===== src/hdl/orb_pkg.sv =====
`timescale 1ns / 1ps
// ----------------------------------------------------------------------------
// orb_pkg
// Shared types and constants for the overwriting ring buffer with max.
// ----------------------------------------------------------------------------
package orb_pkg;

  localparam int unsigned ValW  = 32;
  localparam int unsigned RankW = 9;
  localparam int unsigned CntW  = 9;

  typedef enum logic [1:0] {
    CMD_PUSH    = 2'd0,
    CMD_READ    = 2'd1,
    CMD_CLEAR   = 2'd2,
    CMD_LARGEST = 2'd3
  } cmd_e;

  typedef struct packed {
    logic signed [ValW-1:0] value;
    logic [CntW-1:0]        count;
    logic                   status;
  } res_t;

endpackage


===== src/hdl/orb_ctrl.sv =====
`timescale 1ns / 1ps
// ----------------------------------------------------------------------------
// orb_ctrl
// Command sequencer: ring pointers, store access and the largest-value walk.
// ----------------------------------------------------------------------------
module orb_ctrl #(
  parameter int unsigned DEPTH = 256,
  parameter int unsigned AW    = 8,
  parameter int unsigned CW    = 9
) (
  input  logic                          clk_i,
  input  logic                          rst_ni,
  input  logic                          in_valid_i,
  output logic                          in_ready_o,
  input  logic [1:0]                    cmd_i,
  input  logic signed [orb_pkg::ValW-1:0] sample_i,
  input  logic [orb_pkg::RankW-1:0]     rank_i,
  output logic                          res_valid_o,
  input  logic                          res_ready_i,
  output orb_pkg::res_t                 res_o,
  output logic                          mem_we_o,
  output logic [AW-1:0]                 mem_waddr_o,
  output logic [orb_pkg::ValW-1:0]      mem_wdata_o,
  output logic                          mem_re_o,
  output logic [AW-1:0]                 mem_raddr_o,
  input  logic [orb_pkg::ValW-1:0]      mem_rdata_i
);
  import orb_pkg::*;

  localparam int unsigned RW = (CW > RankW) ? CW : RankW;
  localparam logic [AW:0] DepthW = (AW+1)'(DEPTH);
  localparam logic [CW-1:0] DepthC = CW'(DEPTH);
  localparam logic [AW-1:0] LastIdx = AW'(DEPTH - 1);

  typedef enum logic [1:0] {
    ST_IDLE,
    ST_RD,
    ST_SCAN,
    ST_DONE
  } state_e;

  state_e                 state_q;
  logic [AW-1:0]          oldest_q;
  logic [CW-1:0]          count_q;
  logic                   full_q;
  logic [AW-1:0]          ptr_q;
  logic [CW-1:0]          left_q;
  logic signed [ValW-1:0] best_q;
  res_t                   res_q;

  cmd_e          cmd;
  logic          acc;
  logic [AW:0]   push_sum;
  logic [AW:0]   rd_sum;
  logic [RW-1:0] rank_ext;
  logic [RW-1:0] cnt_ext;
  logic          rank_bad;
  logic signed [ValW-1:0] rd_val;
  logic signed [ValW-1:0] best_nx;

  function automatic logic [AW-1:0] wrap(input logic [AW:0] s);
    if (s >= DepthW) begin
      wrap = AW'(s - DepthW);
    end else begin
      wrap = s[AW-1:0];
    end
  endfunction

  function automatic logic [AW-1:0] inc(input logic [AW-1:0] p);
    if (p == LastIdx) begin
      inc = '0;
    end else begin
      inc = p + AW'(1);
    end
  endfunction

  assign cmd        = cmd_e'(cmd_i);
  assign in_ready_o = (state_q == ST_IDLE);
  assign acc        = in_valid_i && in_ready_o;

  assign push_sum = {1'b0, oldest_q} + (AW+1)'(count_q);
  assign rank_ext = RW'(rank_i);
  assign cnt_ext  = RW'(count_q);
  assign rank_bad = (rank_i == '0) || (rank_ext > cnt_ext);
  assign rd_sum   = {1'b0, oldest_q} + (AW+1)'(rank_ext - RW'(1));

  assign rd_val  = $signed(mem_rdata_i);
  assign best_nx = (rd_val > best_q) ? rd_val : best_q;

  assign mem_we_o    = acc && (cmd == CMD_PUSH);
  assign mem_waddr_o = full_q ? oldest_q : wrap(push_sum);
  assign mem_wdata_o = sample_i;

  always_comb begin
    if (state_q == ST_SCAN) begin
      mem_raddr_o = ptr_q;
      mem_re_o    = (left_q > CW'(1));
    end else begin
      mem_raddr_o = (cmd == CMD_READ) ? wrap(rd_sum) : oldest_q;
      mem_re_o    = acc && (((cmd == CMD_READ) && !rank_bad) ||
                            ((cmd == CMD_LARGEST) && (count_q != '0)));
    end
  end

  always_ff @(posedge clk_i or negedge rst_ni) begin
    if (!rst_ni) begin
      state_q  <= ST_IDLE;
      oldest_q <= '0;
      count_q  <= '0;
      full_q   <= 1'b0;
      ptr_q    <= '0;
      left_q   <= '0;
      best_q   <= '0;
      res_q    <= '0;
    end else begin
      unique case (state_q)
        ST_IDLE: begin
          if (acc) begin
            res_q.value  <= '0;
            res_q.status <= (cmd == CMD_READ) && rank_bad;
            unique case (cmd)
              CMD_PUSH: begin
                if (full_q) begin
                  oldest_q    <= inc(oldest_q);
                  res_q.count <= CntW'(count_q);
                end else begin
                  count_q     <= count_q + CW'(1);
                  full_q      <= ((count_q + CW'(1)) == DepthC);
                  res_q.count <= CntW'(count_q + CW'(1));
                end
                state_q <= ST_DONE;
              end
              CMD_READ: begin
                res_q.count <= CntW'(count_q);
                state_q     <= rank_bad ? ST_DONE : ST_RD;
              end
              CMD_CLEAR: begin
                oldest_q    <= '0;
                count_q     <= '0;
                full_q      <= 1'b0;
                res_q.count <= '0;
                state_q     <= ST_DONE;
              end
              CMD_LARGEST: begin
                res_q.count <= CntW'(count_q);
                best_q      <= '0;
                ptr_q       <= inc(oldest_q);
                left_q      <= count_q;
                state_q     <= (count_q == '0) ? ST_DONE : ST_SCAN;
              end
              default: state_q <= ST_DONE;
            endcase
          end
        end
        ST_RD: begin
          res_q.value <= rd_val;
          state_q     <= ST_DONE;
        end
        ST_SCAN: begin
          best_q <= best_nx;
          if (left_q > CW'(1)) begin
            ptr_q  <= inc(ptr_q);
            left_q <= left_q - CW'(1);
          end else begin
            res_q.value <= best_nx;
            state_q     <= ST_DONE;
          end
        end
        ST_DONE: begin
          if (res_ready_i) begin
            state_q <= ST_IDLE;
          end
        end
        default: state_q <= ST_IDLE;
      endcase
    end
  end

  assign res_valid_o = (state_q == ST_DONE);
  assign res_o       = res_q;

endmodule


===== config.mk =====
export PLATFORM = sky130hd
export DESIGN_NAME = orb_ctrl
export DESIGN_NICKNAME = d
export VERILOG_FILES = /design/src/hdl/orb_pkg.sv /design/src/hdl/orb_ctrl.sv
export SDC_FILE = /design/constraint.sdc
export NUM_CORES = 1
export LEC_CHECK = 0
export ABC_AREA = 1
export BUFFER_PORTS_ARGS = -buffer_cell sky130_fd_sc_hd__buf_2
export CORE_UTILIZATION = 55
export DETAILED_ROUTE_END_ITERATION = 6
export GPL_TIMING_DRIVEN = 0
export PLACE_DENSITY = 0.78
export SKIP_LAST_GASP = 1
export SLEW_MARGIN = 10
export SYNTH_ARGS = -nofsm -noshare
export SYNTH_HDL_FRONTEND = slang
export SYNTH_SLANG_ARGS = --single-unit

===== constraint.sdc =====
create_clock -name clk_i -period 5.8 [get_ports clk_i]
set_clock_uncertainty 0.05 [all_clocks]
set_input_delay 1.16 -clock clk_i [delete_from_list [all_inputs] [get_ports clk_i]]
set_output_delay 1.16 -clock clk_i [all_outputs]
set_load 0.05 [all_outputs]

-- After elaboration in Yosys (flattened, before gate mapping)
Cells that the tools add are included.
- bitwise operators: 0
- reduce and logical (&&, ||, !) cells: 26
- $mul: 0
- divide/modulo/power cells: 0
- eq/ne operators: 15
- multiplexer cells: 37
- magnitude comparators: 5
- $add $sub $neg: 9
- shift operators: 0
- operators by type and width (kind ; count):
    two-way mux 32 bit ; 4
    case mux 32 bit (3 select lines) ; 1
    two-way mux 8 bit ; 11
    case mux 32 bit (2 select lines) ; 1
    two-way mux 42 bit ; 1
    two-way mux 9 bit ; 4
    case mux 9 bit (2 select lines) ; 2
    > comparator 32 bit ; 1
    case mux 8 bit (2 select lines) ; 2
    case mux 9 bit (3 select lines) ; 1
    adder 8 x 9 -> 9 bit ; 2
    greater-or-equal comparator 9 bit (second input constant) ; 2
    logical NOT 9 bit ; 2
    subtractor 9 x 1 -> 9 bit (second input constant) ; 2
    adder 8 x 1 -> 8 bit (second input constant) ; 2
    equality test 8 bit (second input constant) ; 2
    subtractor 8 x 1 -> 8 bit (second input constant) ; 2
    AND reduction 3 bit ; 4
    adder 9 x 1 -> 9 bit (second input constant) ; 1
    equality test 9 bit (second input constant) ; 1
    > comparator 9 x 1 -> 1 bit (second input constant) ; 1
    > comparator 9 bit ; 1
    nonzero test 9 bit ; 1
    equality test 2 bit (second input constant) ; 4
    other kinds (17) ; 37
- word-level logic and storage cells: 102
- output and inout port bits: 94
- ROM bits: 0
- bits in writable memories: 0
- input bits: 79
- latch bits: 0
- memories kept: 0
- bits in registers: 111

-- Longest topological paths before layout
Gate-level depths: netlist of run 1.
- word-level depth: 7
- depth in mapped cells: 21
- mapped depth without buffers: 20

-- Worst setup path after synthesis of run 1
No wires, ideal clock.
- path kind: input to output
- start: input port rank_i[1] (netlist bit)
- end: output port mem_raddr_o[7]
- stages: 14
- data required time: 4590 ps
- buffers on the path: 0
- arrival: 3388 ps
- setup slack: 1202 ps
- path through: inv_1 > ha_1 > inv_1 > ha_1 > inv_1 > fa_1 > o31ai_1 > nand2_1 > nand2_1 > a21oi_1 > xnor2_1 > o21ai_1 > nand2_1 > o21ai_1
- longest elaborated chain between the ends: 6
- elaborated cells between the ends (all ways): 7
- those cells by class: 3 x add/sub; 1 x order compare; 3 x mux
- RTL lines (item ; RTL line ; RTL):
    start, declared ; orb_ctrl.sv:17 ; input logic [orb_pkg::RankW-1:0] rank_i,
    subtractor 9 x 1 -> 9 bit (*) ; orb_ctrl.sv:85 ; assign rd_sum = {1'b0, oldest_q} + (AW+1)'(rank_ext - RW'(1));
    adder 8 x 9 -> 9 bit (*) ; orb_ctrl.sv:85 ;
    subtractor 8 x 1 -> 8 bit / greater-or-equal comparator 9 bit (equally long branches) ; orb_ctrl.sv:63, orb_ctrl.sv:62 ;
    two-way mux 8 bit (*) ; orb_ctrl.sv:62 ; if (s >= DepthW) begin
    two-way mux 8 bit (*) ; orb_ctrl.sv:99 ; mem_raddr_o = (cmd == CMD_READ) ? wrap(rd_sum) : oldest_q;
    two-way mux 8 bit (*) ; orb_ctrl.sv:95 ; if (state_q == ST_SCAN) begin
    end, declared ; orb_ctrl.sv:25 ; output logic [AW-1:0] mem_raddr_o,
Mark *: on every way between the ends. The rest lies on a longest branch, timed or not.

-- Worst setup path in the final report of run 1
Ends and elaborated chain as after synthesis.

==> flow_summary.ini, run 1 <==
[synthesis]
syn-instance-count = 1147
ys_seq_area_share_pct = 33.8
ys_types = 45
netlist_area_um2 = 8210
synthArstFlopShare_pct = 100
synth_edf_count = 0
ys_seq_elements = 111
yosys_warnings = 0
synth_fp_nets = 1301
postSynthAreaPerCell_um2 = 7.16
ys.flop_type = dfrtp_1

[hold_path]
hold_path_depth = 2
hp-class = reg2reg
min_from = res_o[17]
whs_endpoint = res_o[17]

[worst_setup_path]
required_ns = 4.59
crit_path_max_fanout = 3
cp_slowest_cell = o31ai_1
regToRegSetupSlack_ns = 3.20
critPathArrivalTime_ns = 3.65
cp-end-kind = output pin
startpoint_type = input port
r2r-end = ptr_q[5]
max_stage_delay_ns = 0.45
ff2ff_path_depth = 12
r2r_start = state_q[0]
crit_chain = buf_2 > inv_1 > ha_1 > inv_1 > ha_1 > inv_1 > fa_1 > o31ai_1 > nand2_1 > nand2_1 > a21oi_1 > xnor2_1 > o21ai_1 > nand2_1 > o21ai_1 > buf_2
worstSetupPathType = in2out

[clock_network]
ctsHtreeMaxLevel = 3
cts-resized-gates = 0
cts_setup_buffers = 0
cts-root-buf = clkbuf_16
numCtsBuffers = 9
hold_buffers = 0
cts.path.max_buffers = 2
cts_sinks = 111
cts_tree = done
clk_latency_ns = 0.35
path_clk_slew_ns = 0.07

[pwr]
p_int_mw = 2.48
p_switching_mw = 3.13
ir_drop_v = 0.000467
pwr-share-clk_pct = 10.9
seq_power_share_pct = 23.0
power_density_nw_per_um2 = 594
p_leak_nw = 5.15
total_power_mw = 5.61
pwr-share-comb_pct = 66.1
switching_share_pct = 55.8

[sta]
fin_ws_ns = 0.939
fin_hold_ws_ns = 0.424
slew_violations = 0
period_needed_ns = 4.86
max_slew_margin_pct = 57.4
finalSetupTns_ns = 0
min_period_over_period_pct = 83.8
max_freq_ghz = 0.206
rsz0062_at_grt = false
worst_pin_slew_ns = 0.637
hold_viol_final = 0
setup_viol = 0

[global_route]
grtUsageMet2_pct = 46.1
antenna_found_initial = 0
grt_use_met1_pct = 39.8
first_global_vias = 7250
grt_use_met3_pct = 3.16
grt-ovfl-total = 0
grt_max_degree = 88
grt_pass1_wl_mm = 34.5
top_usage_layer = met2
grt_usage_pct = 28.7

[floorplan]
fp-row-count = 44
ios = 173
die_w_um = 124
core-area_um2 = 14500
die_y_um = 124
initial_core_util_pct = 56.5
dieArea_um2 = 15400

[detailed_routing]
ant_nets = 0
wl_mm = 21.5
drt_iter0_drc = 766
dr.pass1.iters = 5
wl_per_cell_um = 14.4
num_vias = 8046
viasPerCell = 5.41
drc_errors = 0

[place]
dp_hpwl_mm = 16.1
post-place-ws_ns = 0.965
port_buffers = 139
place_congestion = 1.03

[final_layout]
areaGrowthSynthToFinish_pct = 15.2
drive_above_1_share_pct = 16.8
final_nets = 1452
diodes = 0

[flow_run]
drv_cap = 0

[outcome]
status = completed
-- flip-flops by register name (all words and copies together) (netlist names) --
register  count
best_q       32
cnt_ext       9
full_q        1
left_q        9
oldest_q      8
ptr_q         8
res_o        42
state_q       2
-- how the worst max path moves through the flow --
stage / from / endpoint / depth (start not counted)
6_report: rank_i[1] / mem_raddr_o[7] / 16
5_1_grt: rank_i[1] / mem_raddr_o[7] / 16
4_1_cts: rank_i[1] / mem_raddr_o[7] / 16
3_5_place_dp: rank_i[1] / mem_raddr_o[7] / 16
3_3_place_gp: rank_i[1] / mem_raddr_o[7] / 16
2_1_floorplan: rank_i[1] / mem_raddr_o[7] / 14
-- layout make-up --
cell class	count	area, um2
fill	1312	5080
multi-input combinational	800	4380
sequential	111	2780
timing repair buffer	140	729
inverter	160	601
buffer	76	452
clock buffer	12	256
tap	184	230
clock inverter	4	28.8
-- critical path: cells and delay by family --
family / cells / cell delay, ns
AOI/OAI and AO/OA: 4 / 0.74
xor gates and xnor gates: 1 / 0.12
adders and majority gates: 3 / 0.84
buffers and inverters: 5 / 0.54
and+or+nand+nor: 3 / 0.23
-- stage by stage --
step                      instance area [um2]  util (%)  instances
after floorplan                          8210         -       1147
after global placement                   9140      62.9       1470
after detailed placement                 9170      63.1       1471
after CTS                                9450      65.0       1487
after global routing                     9450      65.0       1487
final                                    9450      65.0       1487
-- synthesized netlist by cell type (2+ instances only) --
master / instances / share of area (%)
nand2_1: 353 / 16
inv_1: 157 / 7.2
dfrtp_1: 111 / 34
ha_1: 73 / 11
nand3_1: 52 / 3.2
o21ai_0: 51 / 3.1
nor2_1: 47 / 2.1
a21oi_1: 45 / 2.7
nand4_1: 40 / 3.0
o21ai_1: 38 / 2.3
buf_4: 32 / 2.9
clkbuf_1: 25 / 1.1
o211ai_1: 17 / 1.6
o22ai_1: 15 / 1.1
buf_2: 13 / 0.79
xor2_1: 12 / 1.3
nor3_1: 9 / 0.55
xnor2_1: 7 / 0.75
a22oi_1: 4 / 0.37
buf_6: 4 / 0.55
nor2_2: 4 / 0.30
o21a_1: 4 / 0.37
a31oi_1: 3 / 0.23
nand3b_1: 3 / 0.27
o31ai_1: 3 / 0.27
buf_1: 2 / 0.091
fa_1: 2 / 0.49
inv_2: 2 / 0.091
nand2_2: 2 / 0.15
o311ai_0: 2 / 0.21
-- power by group through the flow --
stage                     Sequential (mW)  Clock [mW]  Combinational [mW]
after detailed placement             1.30           0                3.67
after global routing                 1.33       0.642                4.13
after global placement               1.29           0                3.61
final                                1.29       0.609                3.71
after floorplan                      1.50           0                2.57
after CTS                            1.29       0.615                3.69
-- routing by layer --
layer	wire [um]	part of all wire (%)	vias to the layer above
li1	-	-	4012
met4	519	2.4	0
met5	0	0	-
met2	9870	46	341
met1	9620	45	3647
met3	1470	6.9	46
-- cell families after synthesis --
group,share of synthesized area [%]
AOI/OAI and AO/OA,13.1
buffers and inverters,12.8
adders and majority gates,11.6
xor gates and xnor gates,2.03
DFF,33.8
and+or+nand+nor,26.6
-- placed cells by master (no fill, tap or decap), drive strengths merged, types with 3 or more instances in the layout --
master | synthesis | layout
nand2 | 355 | 355
o211ai | 17 | 17
xnor2 | 7 | 7
inv | 159 | 160
o31ai | 3 | 3
a31oi | 3 | 3
nand4 | 40 | 40
clkbuf | 25 | 37
dfrtp | 111 | 111
xor2 | 12 | 12
o21a | 4 | 4
o22ai | 15 | 15
o21ai | 89 | 89
a22oi | 4 | 4
a21oi | 46 | 46
buf | 51 | 191
ha | 73 | 73
nor3 | 9 | 9
nor2 | 52 | 52
nand3 | 54 | 54
nand3b | 3 | 3
Note: power is estimated with default switching activity, not from simulation.
==> run 2: changes to the inputs <==
clock period = 4.6 ns   (was 5.8 ns; I/O delays follow)
==> flow_summary.ini, run 2 (synthesized netlist as in run 1, its figures left out) <==
[sta]
worst_pin_slew_ns = 0.622
max_slew_margin_pct = 58.3
finalSetupTns_ns = 0
setup_viol = 0
max_freq_ghz = 0.233
slew_violations = 0
rsz0062_at_grt = false
hold_viol_final = 0
period_needed_ns = 4.28
min_period_over_period_pct = 93.1

[final_layout]
post-route-util_pct = 65.1
layout_commonest_cell = nand2_1
final_cell_mix = nand2_1, inv_1, buf_2
areaGrowthSynthToFinish_pct = 15.2
fin_cells = 1487
drive_above_1_share_pct = 16.9
largest_register_ffs = 42
final_nets = 1452
diodes = 0

[worst_setup_path]
critPathBufInv = 5
required_ns = 3.63
max_stage_delay_ns = 0.42
cp-end-kind = output pin
r2r-end = ptr_q[5]
critPathArrivalTime_ns = 3.31
crit_path_max_fanout = 3
regToRegSetupSlack_ns = 1.96
cpLargestDelayFamily = adder cells
ff2ff_path_depth = 12
r2r_start = state_q[0]
crit_chain = buf_2 > inv_1 > ha_1 > inv_1 > ha_1 > inv_1 > fa_1 > o31ai_2 > nand2_1 > nand2_1 > a21oi_1 > xnor2_1 > o21ai_1 > nand2_1 > o21ai_1 > buf_2
startpoint_type = input port
cp_slowest_cell = fa_1
worstSetupPathType = in2out

[detailed_routing]
drc_errors = 0
dr.pass1.iters = 5
wl_mm = 21.5
wl_per_cell_um = 14.5
drt_iter0_drc = 666
ant_nets = 0
num_vias = 8040
viasPerCell = 5.41

[place]
port_buffers = 139
place_congestion = 1.03
dp_hpwl_mm = 16.1
dp_cells = 1471

[clock_network]
cts_sinks = 111
cts_setup_buffers = 0
clk_latency_ns = 0.35
cts_tree = done
numCtsBuffers = 9
ctsHtreeMaxLevel = 3
hold_buffers = 0
cts.path.max_buffers = 2
path_clk_slew_ns = 0.07
cts-root-buf = clkbuf_16

[floorplan]
ios = 173
die_w_um = 124
fp-row-count = 44
dieArea_um2 = 15400
core-area_um2 = 14500
die_y_um = 124
initial_core_util_pct = 56.5

[pwr]
ir_drop_v = 0.000590
p_leak_nw = 5.15
power_density_nw_per_um2 = 749
total_power_mw = 7.09

[global_route]
antenna_found_initial = 0
grt_pass1_wl_mm = 34.5
grt_usage_pct = 28.7
first_global_vias = 7250
grt_max_degree = 88
grt-ovfl-total = 0

[outcome]
status = completed

[hold_path]
hp-class = in2async

[flow_run]
drv_cap = 0
## run 2: cell count changes in the layout (fill, tap and decap cells not counted)
| cell | delta |
|---|---|
| o31ai_2 | +1 |
| o31ai_1 | -1 |
## run 2: layout make-up
type,count,area [um2]
buffer,76,452
clock buffer,12,256
clock inverter,4,28.8
fill,1310,5070
inverter,160,601
multi-input combinational,800,4380
sequential,111,2780
tap,184,230
timing repair buffer,140,729
## run 2: where the power goes
part           total, mW  internal (mW)  switching, mW
clock network      0.770          0.399          0.371
logic               4.69           1.39           3.30
registers           1.63           1.35          0.281
total               7.09           3.13           3.96
## run 2: stage by stage
step / instance area, um2 / setup slack [ns] / hold slack (ns)
3_5_place_dp: 9170 / 0.245 / 0.410
3_3_place_gp: 9140 / 0.314 / 0.406
5_1_grt: 9460 / 0.0899 / 0.386
4_1_cts: 9450 / 0.247 / 0.372
2_1_floorplan: 8210 / 0.482 / 0.403
6_report: 9460 / 0.317 / 0.370
## run 2: how the worst max path moves through the flow
stage          startpoint        endpoint  cells past startpoint
2_1_floorplan   rank_i[1]  mem_raddr_o[7]                     14
3_3_place_gp    rank_i[1]  mem_raddr_o[7]                     16
3_5_place_dp    rank_i[1]  mem_raddr_o[7]                     16
4_1_cts         rank_i[1]  mem_raddr_o[7]                     16
5_1_grt         rank_i[1]  mem_raddr_o[7]                     16
6_report        rank_i[1]  mem_raddr_o[7]                     16
## run 2: what timing repair did
item / 4_1_cts / 5_1_grt
endpoints found under the hold margin: 0 / 0
gates resized for setup: 0 / 1
setup endpoints to repair: 0 / 1
## run 2: per-layer routing
layer	GRT usage [%]	share of wire [%]
met1	39.8	45
met2	46.1	46
met3	3.16	6.1
met4	10.3	2.2
met5	0	0
